[config.mk]
export PLATFORM = sky130hd
export DESIGN_NAME = tsp_history
export DESIGN_NICKNAME = d
export VERILOG_FILES = /design/src/sv/tsp_pkg.sv /design/src/sv/tsp_history.sv
export SDC_FILE = /design/constraint.sdc
export NUM_CORES = 1
export LEC_CHECK = 0
export BUFFER_PORTS_ARGS = -buffer_cell sky130_fd_sc_hd__buf_2
export CORE_MARGIN = 1
export CORE_UTILIZATION = 40
export CTS_CLUSTER_DIAMETER = 150
export DETAILED_ROUTE_END_ITERATION = 12
export GPL_TIMING_DRIVEN = 0
export PLACE_DENSITY = 0.55
export SLEW_MARGIN = 40
export SYNTH_ARGS = -nofsm -noshare
export SYNTH_HDL_FRONTEND = slang
export SYNTH_SLANG_ARGS = --single-unit
[constraint.sdc]
create_clock -name i_clk -period 8.3 [get_ports i_clk]
set_clock_uncertainty 0.1 [all_clocks]
set_input_delay 0.415 -clock i_clk [delete_from_list [all_inputs] [get_ports i_clk]]
set_output_delay 0.415 -clock i_clk [all_outputs]
set_load 0.02 [all_outputs]
[src/sv/tsp_pkg.sv]
// Shared types, constants and coefficient table of the Taylor sample predictor.
`default_nettype none

package tsp_pkg;

    // Field widths
    localparam int SAMPLE_W   = 16;
    localparam int CHAN_W     = 3;
    localparam int DEG_W      = 3;
    localparam int CCNT_W     = 4;
    localparam int USED_W     = CCNT_W + 1;

    // Configuration port
    localparam int CFG_ADDR_W = 1;
    localparam int CFG_DATA_W = 4;
    localparam logic [CFG_ADDR_W-1:0] CFG_DEGREE        = 1'b0;
    localparam logic [CFG_ADDR_W-1:0] CFG_CHANNEL_COUNT = 1'b1;

    // Arithmetic widths: Q16 tap weights, products and the accumulated sum
    localparam int TABLE_TAPS = 8;
    localparam int COEF_W     = 19;
    localparam int PROD_W     = SAMPLE_W + COEF_W;
    localparam int ACC_W      = PROD_W + 3;
    localparam int FRAC_W     = 16;
    localparam int RND_W      = ACC_W - FRAC_W;

    // Rounding offset and clamp limits
    localparam logic [ACC_W-1:0] HALF_LSB  = ACC_W'(1 << (FRAC_W - 1));
    localparam logic [RND_W-1:0] NEG_LIMIT = RND_W'(1 << 15);
    localparam logic [RND_W-1:0] POS_LIMIT = RND_W'((1 << 15) - 1);

    typedef logic signed [SAMPLE_W-1:0] t_sample;
    typedef logic [CHAN_W-1:0]          t_chan;
    typedef logic [DEG_W-1:0]           t_deg;

    // Combined weight of tap i for prediction order d: the sum over orders
    // 1..d of (-1)^i / (i! (n-i)!) in Q16, plus one on the newest tap.
    localparam logic signed [COEF_W-1:0] COEF_TABLE [TABLE_TAPS][TABLE_TAPS] = '{
        '{ 19'sd65536,       19'sd0,      19'sd0,      19'sd0,
           19'sd0,           19'sd0,      19'sd0,      19'sd0 },
        '{ 19'sd131072,     -19'sd65536,  19'sd0,      19'sd0,
           19'sd0,           19'sd0,      19'sd0,      19'sd0 },
        '{ 19'sd163840,     -19'sd131072, 19'sd32768,  19'sd0,
           19'sd0,           19'sd0,      19'sd0,      19'sd0 },
        '{ 19'sd174763,     -19'sd163840, 19'sd65536, -19'sd10923,
           19'sd0,           19'sd0,      19'sd0,      19'sd0 },
        '{ 19'sd177494,     -19'sd174763, 19'sd81920, -19'sd21846,
           19'sd2731,        19'sd0,      19'sd0,      19'sd0 },
        '{ 19'sd178040,     -19'sd177494, 19'sd87381, -19'sd27307,
           19'sd5462,       -19'sd546,    19'sd0,      19'sd0 },
        '{ 19'sd178131,     -19'sd178040, 19'sd88746, -19'sd29127,
           19'sd6827,       -19'sd1092,   19'sd91,     19'sd0 },
        '{ 19'sd178144,     -19'sd178131, 19'sd89019, -19'sd29582,
           19'sd7282,       -19'sd1365,   19'sd182,   -19'sd13 }
    };

    // Tap word handed from the history store to the multiply-accumulate
    typedef struct packed {
        logic [TABLE_TAPS-1:0][SAMPLE_W-1:0] tap;  // newest first, unused taps zero
        t_chan                               chan;
        t_deg                                deg;
        logic                                pass; // forward tap 0 unchanged
    } t_tap_word;

endpackage

`default_nettype wire

[src/sv/tsp_history.sv]
// Per-channel sample history and sample count, with tap word formation.
`default_nettype none

module tsp_history
    import tsp_pkg::*;
#(
    parameter int MAX_DEGREE = 7,
    parameter int CHANNELS   = 8
) (
    input  wire logic              i_clk,
    input  wire logic              i_rst_n,
    input  wire logic              i_we,
    input  wire t_sample           i_sample,
    input  wire t_chan             i_chan,
    input  wire logic [USED_W-1:0] i_used,
    input  wire t_deg              i_deg,
    output t_tap_word              o_word
);

    localparam int TAPS  = MAX_DEGREE + 1;
    localparam int CNT_W = $clog2(TAPS + 1);
    localparam int ROWS  = (CHANNELS < (1 << CHAN_W)) ? CHANNELS : (1 << CHAN_W);
    localparam int ROW_W = (ROWS > 1) ? $clog2(ROWS) : 1;

    logic [TAPS-1:0][SAMPLE_W-1:0] r_hist [ROWS];
    logic [CNT_W-1:0]              r_cnt  [ROWS];

    logic [TAPS-1:0][SAMPLE_W-1:0] cur_row;
    logic [TAPS-1:0][SAMPLE_W-1:0] n_row;
    logic [CNT_W-1:0]              cur_cnt;
    logic [CNT_W-1:0]              n_cnt;
    logic [ROW_W-1:0]              idx;
    logic                          in_use;
    logic                          wr;

    assign idx     = i_chan[ROW_W-1:0];
    assign in_use  = {{(USED_W - CHAN_W){1'b0}}, i_chan} < i_used;
    assign wr      = i_we && in_use;
    assign cur_row = r_hist[idx];
    assign cur_cnt = r_cnt[idx];

    // Shift the new sample in and advance the saturating count
    assign n_row = {cur_row[TAPS-2:0], i_sample};
    assign n_cnt = (cur_cnt == CNT_W'(TAPS)) ? cur_cnt : cur_cnt + 1'b1;

    for (genvar g = 0; g < ROWS; g++) begin : g_row
        // Hold history rows; no reset, only written entries are read
        always_ff @(posedge i_clk) begin
            if (wr && idx == ROW_W'(g)) begin
                r_hist[g] <= n_row;
            end
        end

        // Clear counts at reset
        always_ff @(posedge i_clk) begin
            if (!i_rst_n) begin
                r_cnt[g] <= '0;
            end else if (wr && idx == ROW_W'(g)) begin
                r_cnt[g] <= n_cnt;
            end
        end
    end

    // Build the tap word: drop taps past the stored count, zero idle channels
    always_comb begin
        o_word      = '0;
        o_word.chan = i_chan;
        o_word.deg  = i_deg;
        o_word.pass = !in_use || ({1'b0, i_deg} >= 4'(n_cnt));
        for (int i = 0; i < TABLE_TAPS; i++) begin
            if (i < TAPS && in_use && i < int'(n_cnt)) begin
                o_word.tap[i] = n_row[i];
            end
        end
    end

endmodule

`default_nettype wire

==> results of run 1 <==
## tightest hold or removal path, delay by kind of cell
| family | cells | cell delay (ns) |
|---|---|---|
| buffers and inverters | 1 | 0.12 |
| and+or+nand+nor | 2 | 0.33 |
## logic make-up after synthesis
| logic type | after synthesis | share of synthesized area [%] |
|---|---|---|
| AND/OR/NAND/NOR | 202 | 3.37 |
| buffers and inverters | 104 | 1.35 |
| AO/OA/AOI/OAI | 39 | 0.800 |
| XOR/XNOR | 4 | 0.117 |
| flip-flops | 928 | 76.5 |
| multiplexers | 348 | 17.6 |
| adder cells (fa/ha/maj) | 8 | 0.275 |
## power by group
| part | switching [uW] | internal (uW) | total (uW) |
|---|---|---|---|
| logic | 682 | 369 | 1050 |
| registers | 16.9 | 5300 | 5320 |
| clock network | 1800 | 2540 | 4340 |
| total | 2500 | 8210 | 10700 |
## sequential cells by signal, summed over array words and instances, names as in the netlist
name	cells
r_hist	896
r_cnt	32
## stage by stage
stage	area, um2	worst slack, ns	power (uW)
after CTS	44000	3.23	10800
after detailed placement	40600	3.44	6480
final	44000	3.22	10700
after floorplan	36400	0.761	6040
after global routing	44000	3.03	11100
after global placement	38700	-6.21	6440
## final cells by class
| cell class | count | area (um2) | share of cell area, % |
|---|---|---|---|
| clock buffers | 119 | 2550 | 5.81 |
| well taps | 1176 | 1470 | 3.35 |
| multi-input cells | 601 | 8150 | 18.5 |
| plain buffers | 95 | 482 | 1.10 |
| inverters | 9 | 33.8 | 0.0768 |
| flip-flops and latches | 928 | 27900 | 63.4 |
| clock inverters | 60 | 649 | 1.48 |
| repair buffers | 259 | 2760 | 6.28 |
## worst max-delay path by stage
stage,from,to,slack (ns)
finish,r_cnt[0][1],o_word[85],3.22
global route,r_cnt[0][1],o_word[28],3.03
CTS,r_cnt[0][1],o_word[28],3.23
detailed placement,i_chan[2],o_word[28],3.44
global placement,i_chan[1],r_hist[0][59],-6.21
floorplan,i_used[1],r_hist[4][0],0.76
## placed cells by master, fill, tap and decap left out, types with 4 or more instances in the layout
| master | instances |
|---|---|
| sky130_fd_sc_hd__mux2_2 | 99 |
| sky130_fd_sc_hd__nor2b_1 | 60 |
| sky130_fd_sc_hd__nor3_1 | 33 |
| sky130_fd_sc_hd__mux2_1 | 4 |
| sky130_fd_sc_hd__buf_4 | 7 |
| sky130_fd_sc_hd__inv_1 | 8 |
| sky130_fd_sc_hd__nor2_1 | 22 |
| sky130_fd_sc_hd__clkbuf_16 | 99 |
| sky130_fd_sc_hd__clkinv_1 | 20 |
| sky130_fd_sc_hd__buf_6 | 7 |
| sky130_fd_sc_hd__nor3b_2 | 11 |
| sky130_fd_sc_hd__edfxtp_1 | 928 |
| sky130_fd_sc_hd__nor2_4 | 8 |
| sky130_fd_sc_hd__mux4_2 | 224 |
| sky130_fd_sc_hd__mux2i_1 | 20 |
| sky130_fd_sc_hd__clkbuf_1 | 46 |
| sky130_fd_sc_hd__and3_1 | 34 |
| sky130_fd_sc_hd__o21ai_2 | 4 |
| sky130_fd_sc_hd__buf_8 | 29 |
| sky130_fd_sc_hd__nand2_1 | 5 |
| sky130_fd_sc_hd__buf_2 | 202 |
| sky130_fd_sc_hd__clkbuf_2 | 11 |
| sky130_fd_sc_hd__nor3b_1 | 7 |
| sky130_fd_sc_hd__nand3_1 | 4 |
| sky130_fd_sc_hd__a21oi_1 | 5 |
| sky130_fd_sc_hd__buf_1 | 8 |
| sky130_fd_sc_hd__and2b_1 | 5 |
| sky130_fd_sc_hd__dlygate4sd3_1 | 16 |
| sky130_fd_sc_hd__bufinv_16 | 11 |
| sky130_fd_sc_hd__o21ai_0 | 10 |
| sky130_fd_sc_hd__ha_1 | 8 |
| sky130_fd_sc_hd__buf_16 | 48 |
| sky130_fd_sc_hd__clkinv_2 | 19 |
## per-layer routing
| layer | track usage, % | share of wire (%) |
|---|---|---|
| met1 | 25.3 | 42 |
| met2 | 33.2 | 51 |
| met4 | 4.49 | 1.9 |
| met5 | 0 | 0 |
| met3 | 3.13 | 5.2 |
==> flow_summary.html, run 1 <==
<table>
<tr><th>Metric</th><th>Value</th></tr>
<tr><th colspan="2">Status</th></tr>
<tr><td>Status</td><td>completed</td></tr>
<tr><th colspan="2">Logic synthesis</th></tr>
<tr><td>Yosys top cell area share</td><td>76.5%</td></tr>
<tr><td>Library cell with the highest instance count after synthesis</td><td>sky130_fd_sc_hd__edfxtp_1</td></tr>
<tr><td>Count of flip-flops with a built-in enable after synthesis</td><td>928</td></tr>
<tr><td>Warnings from Yosys</td><td>0</td></tr>
<tr><td>Gate Count Post-Synth</td><td>1,633</td></tr>
<tr><td>Number of distinct standard cells referenced by the synthesized netlist</td><td>51</td></tr>
<tr><td>Proportion of synthesized chip area in sequential cells</td><td>76.5%</td></tr>
<tr><td>Leading post-synthesis cells by cell area</td><td>sky130_fd_sc_hd__edfxtp_1 76%, sky130_fd_sc_hd__mux4_2 14%, sky130_fd_sc_hd__mux2_2 3.1%</td></tr>
<tr><td>Top_reg_cell synth</td><td>sky130_fd_sc_hd__edfxtp_1</td></tr>
<tr><td>Cell type contributing the most total cell area after synthesis</td><td>sky130_fd_sc_hd__edfxtp_1</td></tr>
<tr><td>Synth Net Count</td><td>1,671</td></tr>
<tr><td>Ys async rst share</td><td>0%</td></tr>
<tr><td>Post-Syn Area</td><td>0.0364 mm2</td></tr>
<tr><td>Flip-flop and latch count after synthesis</td><td>928</td></tr>
<tr><td>Synth Area per Inst</td><td>22.3 um2</td></tr>
<tr><td>Most frequent cells after synthesis</td><td>928 x sky130_fd_sc_hd__edfxtp_1, 224 x sky130_fd_sc_hd__mux4_2, 99 x sky130_fd_sc_hd__mux2_2</td></tr>
<tr><th colspan="2">Worst setup path</th></tr>
<tr><td>CP Max Fanout</td><td>10</td></tr>
<tr><td>Worst r2r dst</td><td>r_cnt[6][2]</td></tr>
<tr><td>Crit path DAT</td><td>4.56 ns</td></tr>
<tr><td>R2R depth</td><td>11</td></tr>
<tr><td>Maximum cell stage delay along the critical path</td><td>0.58 ns</td></tr>
<tr><td>Critical path start-end classification</td><td>register to primary output</td></tr>
<tr><td>Setup slack, reg-to-reg</td><td>5.19 ns</td></tr>
<tr><td>Worst Setup End Kind</td><td>primary output</td></tr>
<tr><td>Launching element type of the critical path</td><td>register</td></tr>
<tr><td>Number of stages on the worst setup path</td><td>15</td></tr>
<tr><td>Critical path, cell by cell</td><td>mux2_2, o22a_1, o21ai_1, or2_2, inv_1, ha_1, clkbuf_1, o211ai_1, nor4_1, o22ai_1, buf_2, nand2_2, buf_2, nor3b_1, buf_2</td></tr>
<tr><td>Required arrival time at the worst endpoint</td><td>7.79 ns</td></tr>
<tr><td>Buf+Inv Stages, Crit Path</td><td>5</td></tr>
<tr><td>CP max stage cell</td><td>sky130_fd_sc_hd__nor3b_1</td></tr>
<tr><td>Worst reg2reg path startpoint</td><td>r_cnt[0][1]</td></tr>
<tr><td>Delay-heaviest family, CP</td><td>buffers and inverters</td></tr>
<tr><td>Most frequent cell on the critical path</td><td>sky130_fd_sc_hd__buf_2</td></tr>
<tr><th colspan="2">Clocking</th></tr>
<tr><td>Root buffer selected by CTS</td><td>sky130_fd_sc_hd__clkbuf_16</td></tr>
<tr><td>Total setup buffers inserted after CTS</td><td>0</td></tr>
<tr><td>Post-CTS Resized</td><td>0</td></tr>
<tr><td>Hold-fix buffer count after cts</td><td>16</td></tr>
<tr><td>Clock network latency to the later pin of the worst-skew pair</td><td>0.67 ns</td></tr>
<tr><td>Total clock sinks</td><td>928</td></tr>
<tr><td>Number of clock buffers inserted by TritonCTS</td><td>98</td></tr>
<tr><td>Max Root-Sink Buffers</td><td>3</td></tr>
<tr><td>Clock edge transition at the registers on the reported setup and hold paths</td><td>0.06 ns</td></tr>
<tr><td>Clock tree from TritonCTS</td><td>built</td></tr>
<tr><td>Total number of H-tree levels</td><td>3</td></tr>
<tr><th colspan="2">Final layout</th></tr>
<tr><td>Fraction of final layout cells sized beyond drive strength 1</td><td>38.7%</td></tr>
<tr><td>Finished Layout Cells</td><td>3,247</td></tr>
<tr><td>Number of nets in the final layout</td><td>2,030</td></tr>
<tr><td>Fill cells</td><td>7,299</td></tr>
<tr><td>Relative area change from synthesis to final layout</td><td>20.6%</td></tr>
<tr><td>Diodes inserted</td><td>0</td></tr>
<tr><td>Final cell utilization of the core</td><td>48.8%</td></tr>
<tr><th colspan="2">GRT</th></tr>
<tr><td>Global Route Usage Sum</td><td>19.2%</td></tr>
<tr><td>Wire length of the first global-routing pass</td><td>129,000 um</td></tr>
<tr><td>Initial antenna violation count</td><td>4</td></tr>
<tr><td>Maximum number of pins on one net before global-route repair</td><td>16</td></tr>
<tr><td>Remaining global-route overflow</td><td>0</td></tr>
<tr><td>Number of global-route vias before repair</td><td>18,800</td></tr>
<tr><th colspan="2">Hold path</th></tr>
<tr><td>Hold Path Origin</td><td>i_rst_n</td></tr>
<tr><td>Worst hold path type</td><td>input pin to register</td></tr>
<tr><td>Hold worst-path end</td><td>r_cnt[2][3]</td></tr>
<tr><td>Worst Hold Path Cells</td><td>3</td></tr>
<tr><th colspan="2">Routing</th></tr>
<tr><td>Post-DR wirelength/cell</td><td>26.8 um</td></tr>
<tr><td>Detailed Route Iter0 Violations</td><td>1,366</td></tr>
<tr><td>First-pass detailed-route iteration total</td><td>7</td></tr>
<tr><td>Number of vias in the routed layout</td><td>17,700</td></tr>
<tr><td>Antenna-violating nets left</td><td>0</td></tr>
<tr><td>Post-Route WL</td><td>87,100 um</td></tr>
<tr><td>Via density per instance</td><td>5.44</td></tr>
<tr><td>Residual DRC count</td><td>0</td></tr>
<tr><th colspan="2">Die</th></tr>
<tr><td>Die outline area</td><td>0.0923 mm2</td></tr>
<tr><td>DIE HEIGHT</td><td>304 um</td></tr>
<tr><td>Io pins</td><td>165</td></tr>
<tr><td>Die width</td><td>304 um</td></tr>
<tr><td>Starting density of the core</td><td>40.4%</td></tr>
<tr><td>Floorplan Core Area</td><td>0.0901 mm2</td></tr>
<tr><td>Row cnt</td><td>110</td></tr>
<tr><th colspan="2">Timing</th></tr>
<tr><td>Fraction of the cycle the final worst path needs</td><td>61.2%</td></tr>
<tr><td>Final hold violations</td><td>0</td></tr>
<tr><td>Hold Worst Slack</td><td>0.297 ns</td></tr>
<tr><td>Worst Max-Slew Pin Slew</td><td>0.838 ns</td></tr>
<tr><td>Max-slew violation count</td><td>0</td></tr>
<tr><td>Sum of negative setup slack</td><td>0 ns</td></tr>
<tr><td>RSZ-0062 raised after global routing</td><td>no</td></tr>
<tr><td>Minimum period implied by the final worst setup slack</td><td>5.08 ns</td></tr>
<tr><td>Number of setup violations in the final report</td><td>0</td></tr>
<tr><td>Highest achievable clock rate</td><td>197 MHz</td></tr>
<tr><td>Max-slew headroom</td><td>43.9%</td></tr>
<tr><th colspan="2">Place</th></tr>
<tr><td>Routability-driven placement congestion ratio</td><td>0.788</td></tr>
<tr><td>Post-detailed-placement half-perimeter wirelength</td><td>59,200 um</td></tr>
<tr><td>Count of input and output buffers</td><td>164</td></tr>
<tr><td>Placed cell count</td><td>3,052</td></tr>
<tr><th colspan="2">Pwr</th></tr>
<tr><td>Power per unit of standard cell area</td><td>244 mW/mm2</td></tr>
<tr><td>Leakage power total</td><td>0.0146 uW</td></tr>
<tr><td>Max IR drop VDD</td><td>0.000170 V</td></tr>
<tr><th colspan="2">Job</th></tr>
<tr><td>Max-cap check violation count</td><td>0</td></tr>
</table>
Note: power is estimated with default switching activity, not from simulation.
==> run 2: changes to the inputs <==
Settings changed: ABC_AREA set to 1, PLACE_DENSITY 0.55 to 0.57.
Clock period 8.3 ns to 4.4 ns, I/O delays scaled along.
==> run 2 against run 1 <==
Effect of this change: combinational power increased by 95%; synthesized cell count increased by 59%; global-route usage increased by 3.5 points; final cell count increased by 29%; die area about the same; non-clock buffer count increased by 50; critical path type is now input pin to primary output; highest routed layer unchanged.
==> flow_summary.html, run 2 <==
<table>
<tr><th>Metric</th><th>Value</th></tr>
<tr><th colspan="2">Status</th></tr>
<tr><td>Status</td><td>completed</td></tr>
<tr><th colspan="2">Pwr</th></tr>
<tr><td>Logic pwr share</td><td>10.4% (+0.6 points)</td></tr>
<tr><td>Switching portion of total power</td><td>24.6% (+1.3 points)</td></tr>
<tr><td>Max IR drop VDD</td><td>0.000344 V (+100%)</td></tr>
<tr><td>Net switching power of the design</td><td>4840 uW (+94%)</td></tr>
<tr><td>Design internal power</td><td>14,800 uW (+80%)</td></tr>
<tr><td>Leakage power total</td><td>0.0159 uW (+9.1%)</td></tr>
<tr><td>Total power consumption of the routed design</td><td>19,700 uW (+84%)</td></tr>
<tr><td>Clk pwr share</td><td>38.2% (-2.3 points)</td></tr>
<tr><td>Power per unit of standard cell area</td><td>452 mW/mm2 (+86%)</td></tr>
<tr><td>Share of power burned in registers</td><td>51.4% (+1.7 points)</td></tr>
<tr><th colspan="2">GRT</th></tr>
<tr><td>Maximum number of pins on one net before global-route repair</td><td>17 (+1)</td></tr>
<tr><td>Global Route Usage Sum</td><td>22.7% (+3.5 points)</td></tr>
<tr><td>Remaining global-route overflow</td><td>0 (unchanged)</td></tr>
<tr><td>Initial antenna violation count</td><td>4 (unchanged)</td></tr>
<tr><td>Number of global-route vias before repair</td><td>22,900 (+21%)</td></tr>
<tr><td>Wire length of the first global-routing pass</td><td>153,000 um (+19%)</td></tr>
<tr><th colspan="2">Worst setup path</th></tr>
<tr><td>Crit path DAT</td><td>3.66 ns (-0.90 ns)</td></tr>
<tr><td>CP Max Fanout</td><td>10 (unchanged)</td></tr>
<tr><td>Critical path start-end classification</td><td>input pin to primary output</td></tr>
<tr><td>Launching element type of the critical path</td><td>input pin</td></tr>
<tr><td>Worst Setup End Kind</td><td>primary output</td></tr>
<tr><td>Required arrival time at the worst endpoint</td><td>4.08 ns (-3.71 ns)</td></tr>
<tr><th colspan="2">Timing</th></tr>
<tr><td>Max-slew headroom</td><td>39.9% (-4.0 points)</td></tr>
<tr><td>Highest achievable clock rate</td><td>251 MHz</td></tr>
<tr><td>RSZ-0062 raised after global routing</td><td>no</td></tr>
<tr><td>Hold Worst Slack</td><td>0.212 ns (-0.0849 ns)</td></tr>
<tr><td>Final hold violations</td><td>0 (unchanged)</td></tr>
<tr><td>Fraction of the cycle the final worst path needs</td><td>90.5%</td></tr>
<tr><td>Sum of negative setup slack</td><td>0 ns (unchanged)</td></tr>
<tr><td>Worst Max-Slew Pin Slew</td><td>0.895 ns (+0.0571 ns)</td></tr>
<tr><td>Minimum period implied by the final worst setup slack</td><td>3.98 ns</td></tr>
<tr><td>Number of setup violations in the final report</td><td>0 (unchanged)</td></tr>
<tr><td>Max-slew violation count</td><td>0 (unchanged)</td></tr>
<tr><th colspan="2">Final layout</th></tr>
<tr><td>Number of nets in the final layout</td><td>2,983 (+47%)</td></tr>
<tr><td>Footprint of the multi-input gates</td><td>0.00704 mm2 (-14%)</td></tr>
<tr><td>Largest registers</td><td>r_hist x896, r_cnt x32</td></tr>
<tr><td>Commonest non-fill, non-tap cell in the layout</td><td>sky130_fd_sc_hd__edfxtp_1</td></tr>
<tr><td>Relative area change from synthesis to final layout</td><td>19.2%</td></tr>
<tr><td>Diodes inserted</td><td>0 (unchanged)</td></tr>
<tr><td>Fill cells</td><td>7,675 (+5.2%)</td></tr>
<tr><td>Finished Layout Cells</td><td>4,192 (+29%)</td></tr>
<tr><td>Largest register by flop count</td><td>r_hist</td></tr>
<tr><td>Highest-count cells in the layout ignoring fill and taps</td><td>928 x sky130_fd_sc_hd__edfxtp_1, 402 x sky130_fd_sc_hd__nand2_1, 240 x sky130_fd_sc_hd__inv_1</td></tr>
<tr><td>Number of flip-flops under the largest register name</td><td>896 (unchanged)</td></tr>
<tr><td>Sequential Area</td><td>0.0279 mm2 (unchanged)</td></tr>
<tr><td>Fraction of final layout cells sized beyond drive strength 1</td><td>18.1% (-21 points)</td></tr>
<tr><td>Finished layout cell area</td><td>0.0435 mm2 (-1.1%)</td></tr>
<tr><th colspan="2">Clocking</th></tr>
<tr><td>Number of clock buffers inserted by TritonCTS</td><td>94 (-4.1%)</td></tr>
<tr><td>Total clock sinks</td><td>928 (unchanged)</td></tr>
<tr><td>Root buffer selected by CTS</td><td>sky130_fd_sc_hd__clkbuf_16</td></tr>
<tr><td>Clock edge transition at the registers on the reported setup and hold paths</td><td>0.06 ns (about the same)</td></tr>
<tr><td>Max Root-Sink Buffers</td><td>3 (unchanged)</td></tr>
<tr><td>Clock tree from TritonCTS</td><td>built</td></tr>
<tr><td>Total number of H-tree levels</td><td>3 (unchanged)</td></tr>
<tr><td>Clock network latency to the later pin of the worst-skew pair</td><td>0.66 ns (about the same)</td></tr>
<tr><td>Post-CTS Resized</td><td>0 (unchanged)</td></tr>
<tr><th colspan="2">Place</th></tr>
<tr><td>Placed cell count</td><td>4,008 (+31%)</td></tr>
<tr><td>Post-detailed-placement half-perimeter wirelength</td><td>71,800 um (+21%)</td></tr>
<tr><td>Count of input and output buffers</td><td>163 (-0.61%)</td></tr>
<tr><td>Routability-driven placement congestion ratio</td><td>0.794 (+0.77%)</td></tr>
<tr><td>Area of placed instances</td><td>0.0404 mm2 (-0.50%)</td></tr>
<tr><th colspan="2">Die</th></tr>
<tr><td>Floorplan Core Area</td><td>0.0901 mm2 (unchanged)</td></tr>
<tr><td>Starting density of the core</td><td>40.4% (about the same)</td></tr>
<tr><td>Row cnt</td><td>110 (unchanged)</td></tr>
<tr><td>Die width</td><td>304 um (about the same)</td></tr>
<tr><td>DIE HEIGHT</td><td>304 um (about the same)</td></tr>
<tr><td>Die outline area</td><td>0.0924 mm2 (about the same)</td></tr>
<tr><td>Io pins</td><td>165 (unchanged)</td></tr>
<tr><th colspan="2">Routing</th></tr>
<tr><td>Post-DR wirelength/cell</td><td>25.4 um (-5.2%)</td></tr>
<tr><td>Post-Route WL</td><td>107,000 um (+22%)</td></tr>
<tr><td>Detailed Route Iter0 Violations</td><td>2,451 (+79%)</td></tr>
<tr><td>Number of vias in the routed layout</td><td>23,300 (+32%)</td></tr>
<tr><td>Residual DRC count</td><td>0 (unchanged)</td></tr>
<tr><td>Via density per instance</td><td>5.57 (+2.4%)</td></tr>
<tr><td>First-pass detailed-route iteration total</td><td>5 (-2)</td></tr>
<tr><td>Antenna-violating nets left</td><td>0 (unchanged)</td></tr>
<tr><th colspan="2">Logic synthesis</th></tr>
<tr><td>Library cell with the highest instance count after synthesis</td><td>sky130_fd_sc_hd__edfxtp_1</td></tr>
<tr><td>Gate Count Post-Synth</td><td>2,598 (+59%)</td></tr>
<tr><td>Number of distinct standard cells referenced by the synthesized netlist</td><td>38 (-25%)</td></tr>
<tr><td>Proportion of synthesized chip area in sequential cells</td><td>76.4% (about the same)</td></tr>
<tr><td>Cell type contributing the most total cell area after synthesis</td><td>sky130_fd_sc_hd__edfxtp_1</td></tr>
<tr><td>Yosys top cell area share</td><td>76.4% (about the same)</td></tr>
<tr><td>Ys async rst share</td><td>0% (unchanged)</td></tr>
<tr><td>Flip-flop and latch count after synthesis</td><td>928 (unchanged)</td></tr>
<tr><td>Count of flip-flops with a built-in enable after synthesis</td><td>928 (unchanged)</td></tr>
<tr><td>Top_reg_cell synth</td><td>sky130_fd_sc_hd__edfxtp_1</td></tr>
<tr><td>Most frequent cells after synthesis</td><td>928 x sky130_fd_sc_hd__edfxtp_1, 402 x sky130_fd_sc_hd__nand2_1, 240 x sky130_fd_sc_hd__inv_1</td></tr>
<tr><td>Leading post-synthesis cells by cell area</td><td>sky130_fd_sc_hd__edfxtp_1 76%, sky130_fd_sc_hd__a22oi_1 4.3%, sky130_fd_sc_hd__nand2_1 4.1%</td></tr>
<tr><td>Post-Syn Area</td><td>0.0365 mm2 (about the same)</td></tr>
<tr><td>Synth Area per Inst</td><td>14.0 um2 (-37%)</td></tr>
<tr><td>Warnings from Yosys</td><td>0 (unchanged)</td></tr>
<tr><td>Synth Net Count</td><td>2,636 (+58%)</td></tr>
<tr><th colspan="2">Job</th></tr>
<tr><td>Max-cap check violation count</td><td>0 (unchanged)</td></tr>
<tr><th colspan="2">Hold path</th></tr>
<tr><td>Worst hold path type</td><td>input pin to register</td></tr>
</table>
==> run 2: through the flow <==
step,setup slack [ns],util [%]
detailed placement,0.440,44.8
finish,0.417,48.2
global placement,-4.75,43.0
global route,0.235,48.2
floorplan,-0.637,-
CTS,0.459,48.2
==> run 2: worst paths after layout <==
check / slack [ns] / depth (start not counted) / end / from
setup / recovery: 0.42 / 12 / o_word[88] / i_chan[2]
hold / removal: 0.21 / 5 / r_hist[5][104] / i_we
setup reg to reg: 2.07 / 13 / r_cnt[4][0] / r_cnt[5][0]
hold reg to reg: 0.73 / 4 / r_hist[5][63] / r_hist[2][47]
==> run 2: metal layers <==
| layer | global-route usage (%) | share of wire (%) |
|---|---|---|
| met5 | 0 | 0 |
| met4 | 7.47 | 3.1 |
| met3 | 3.34 | 8.0 |
| met2 | 37.1 | 48 |
| met1 | 31.2 | 41 |
==> run 2: cell families (layout without fill, tap and decap cells) <==
kind of cell             Yosys count  in the layout  synth area share (%)
adder cells (fa/ha/maj)            8              8                 0.275
buffers and inverters            405            823                  4.71
AO/OA/AOI/OAI                    607            607                  11.3
flip-flops                       928            928                  76.4
AND/OR/NAND/NOR                  650            650                  7.30
==> run 2: layout make-up <==
class,instances,share of cell area (%)
Buffer,153,1.77
Clock buffer,119,5.63
Clock inverter,48,0.930
Inverter,252,2.20
Multi-Input combinational cell,1265,16.2
Sequential cell,928,64.1
Tap cell,1176,3.38
Timing Repair Buffer,251,5.79
==> run 2: critical path, cell delays in order <==
cell	delay (ns)
sky130_fd_sc_hd__buf_2	0.12
sky130_fd_sc_hd__buf_2	0.20
sky130_fd_sc_hd__inv_2	0.07
sky130_fd_sc_hd__buf_2	0.36
sky130_fd_sc_hd__buf_2	0.49
sky130_fd_sc_hd__buf_2	0.41
sky130_fd_sc_hd__clkbuf_1	0.56
sky130_fd_sc_hd__nand2_1	0.11
sky130_fd_sc_hd__o21ai_1	0.44
sky130_fd_sc_hd__inv_1	0.12
sky130_fd_sc_hd__nor2_1	0.31
sky130_fd_sc_hd__buf_2	0.24
==> run 2: what timing repair did <==
item                                   CTS  global route
setup buffers                            0             0
hold buffers                            17             0
endpoints found under the hold margin  152             0
==> run 2: power groups by stage <==
stage	registers, uW	logic, uW	clock network, uW
finish	10100	2050	7510
global route	10100	2190	7910
CTS	10100	2050	7580
detailed placement	10300	2030	0
global placement	10300	1890	0
floorplan	10300	1100	0
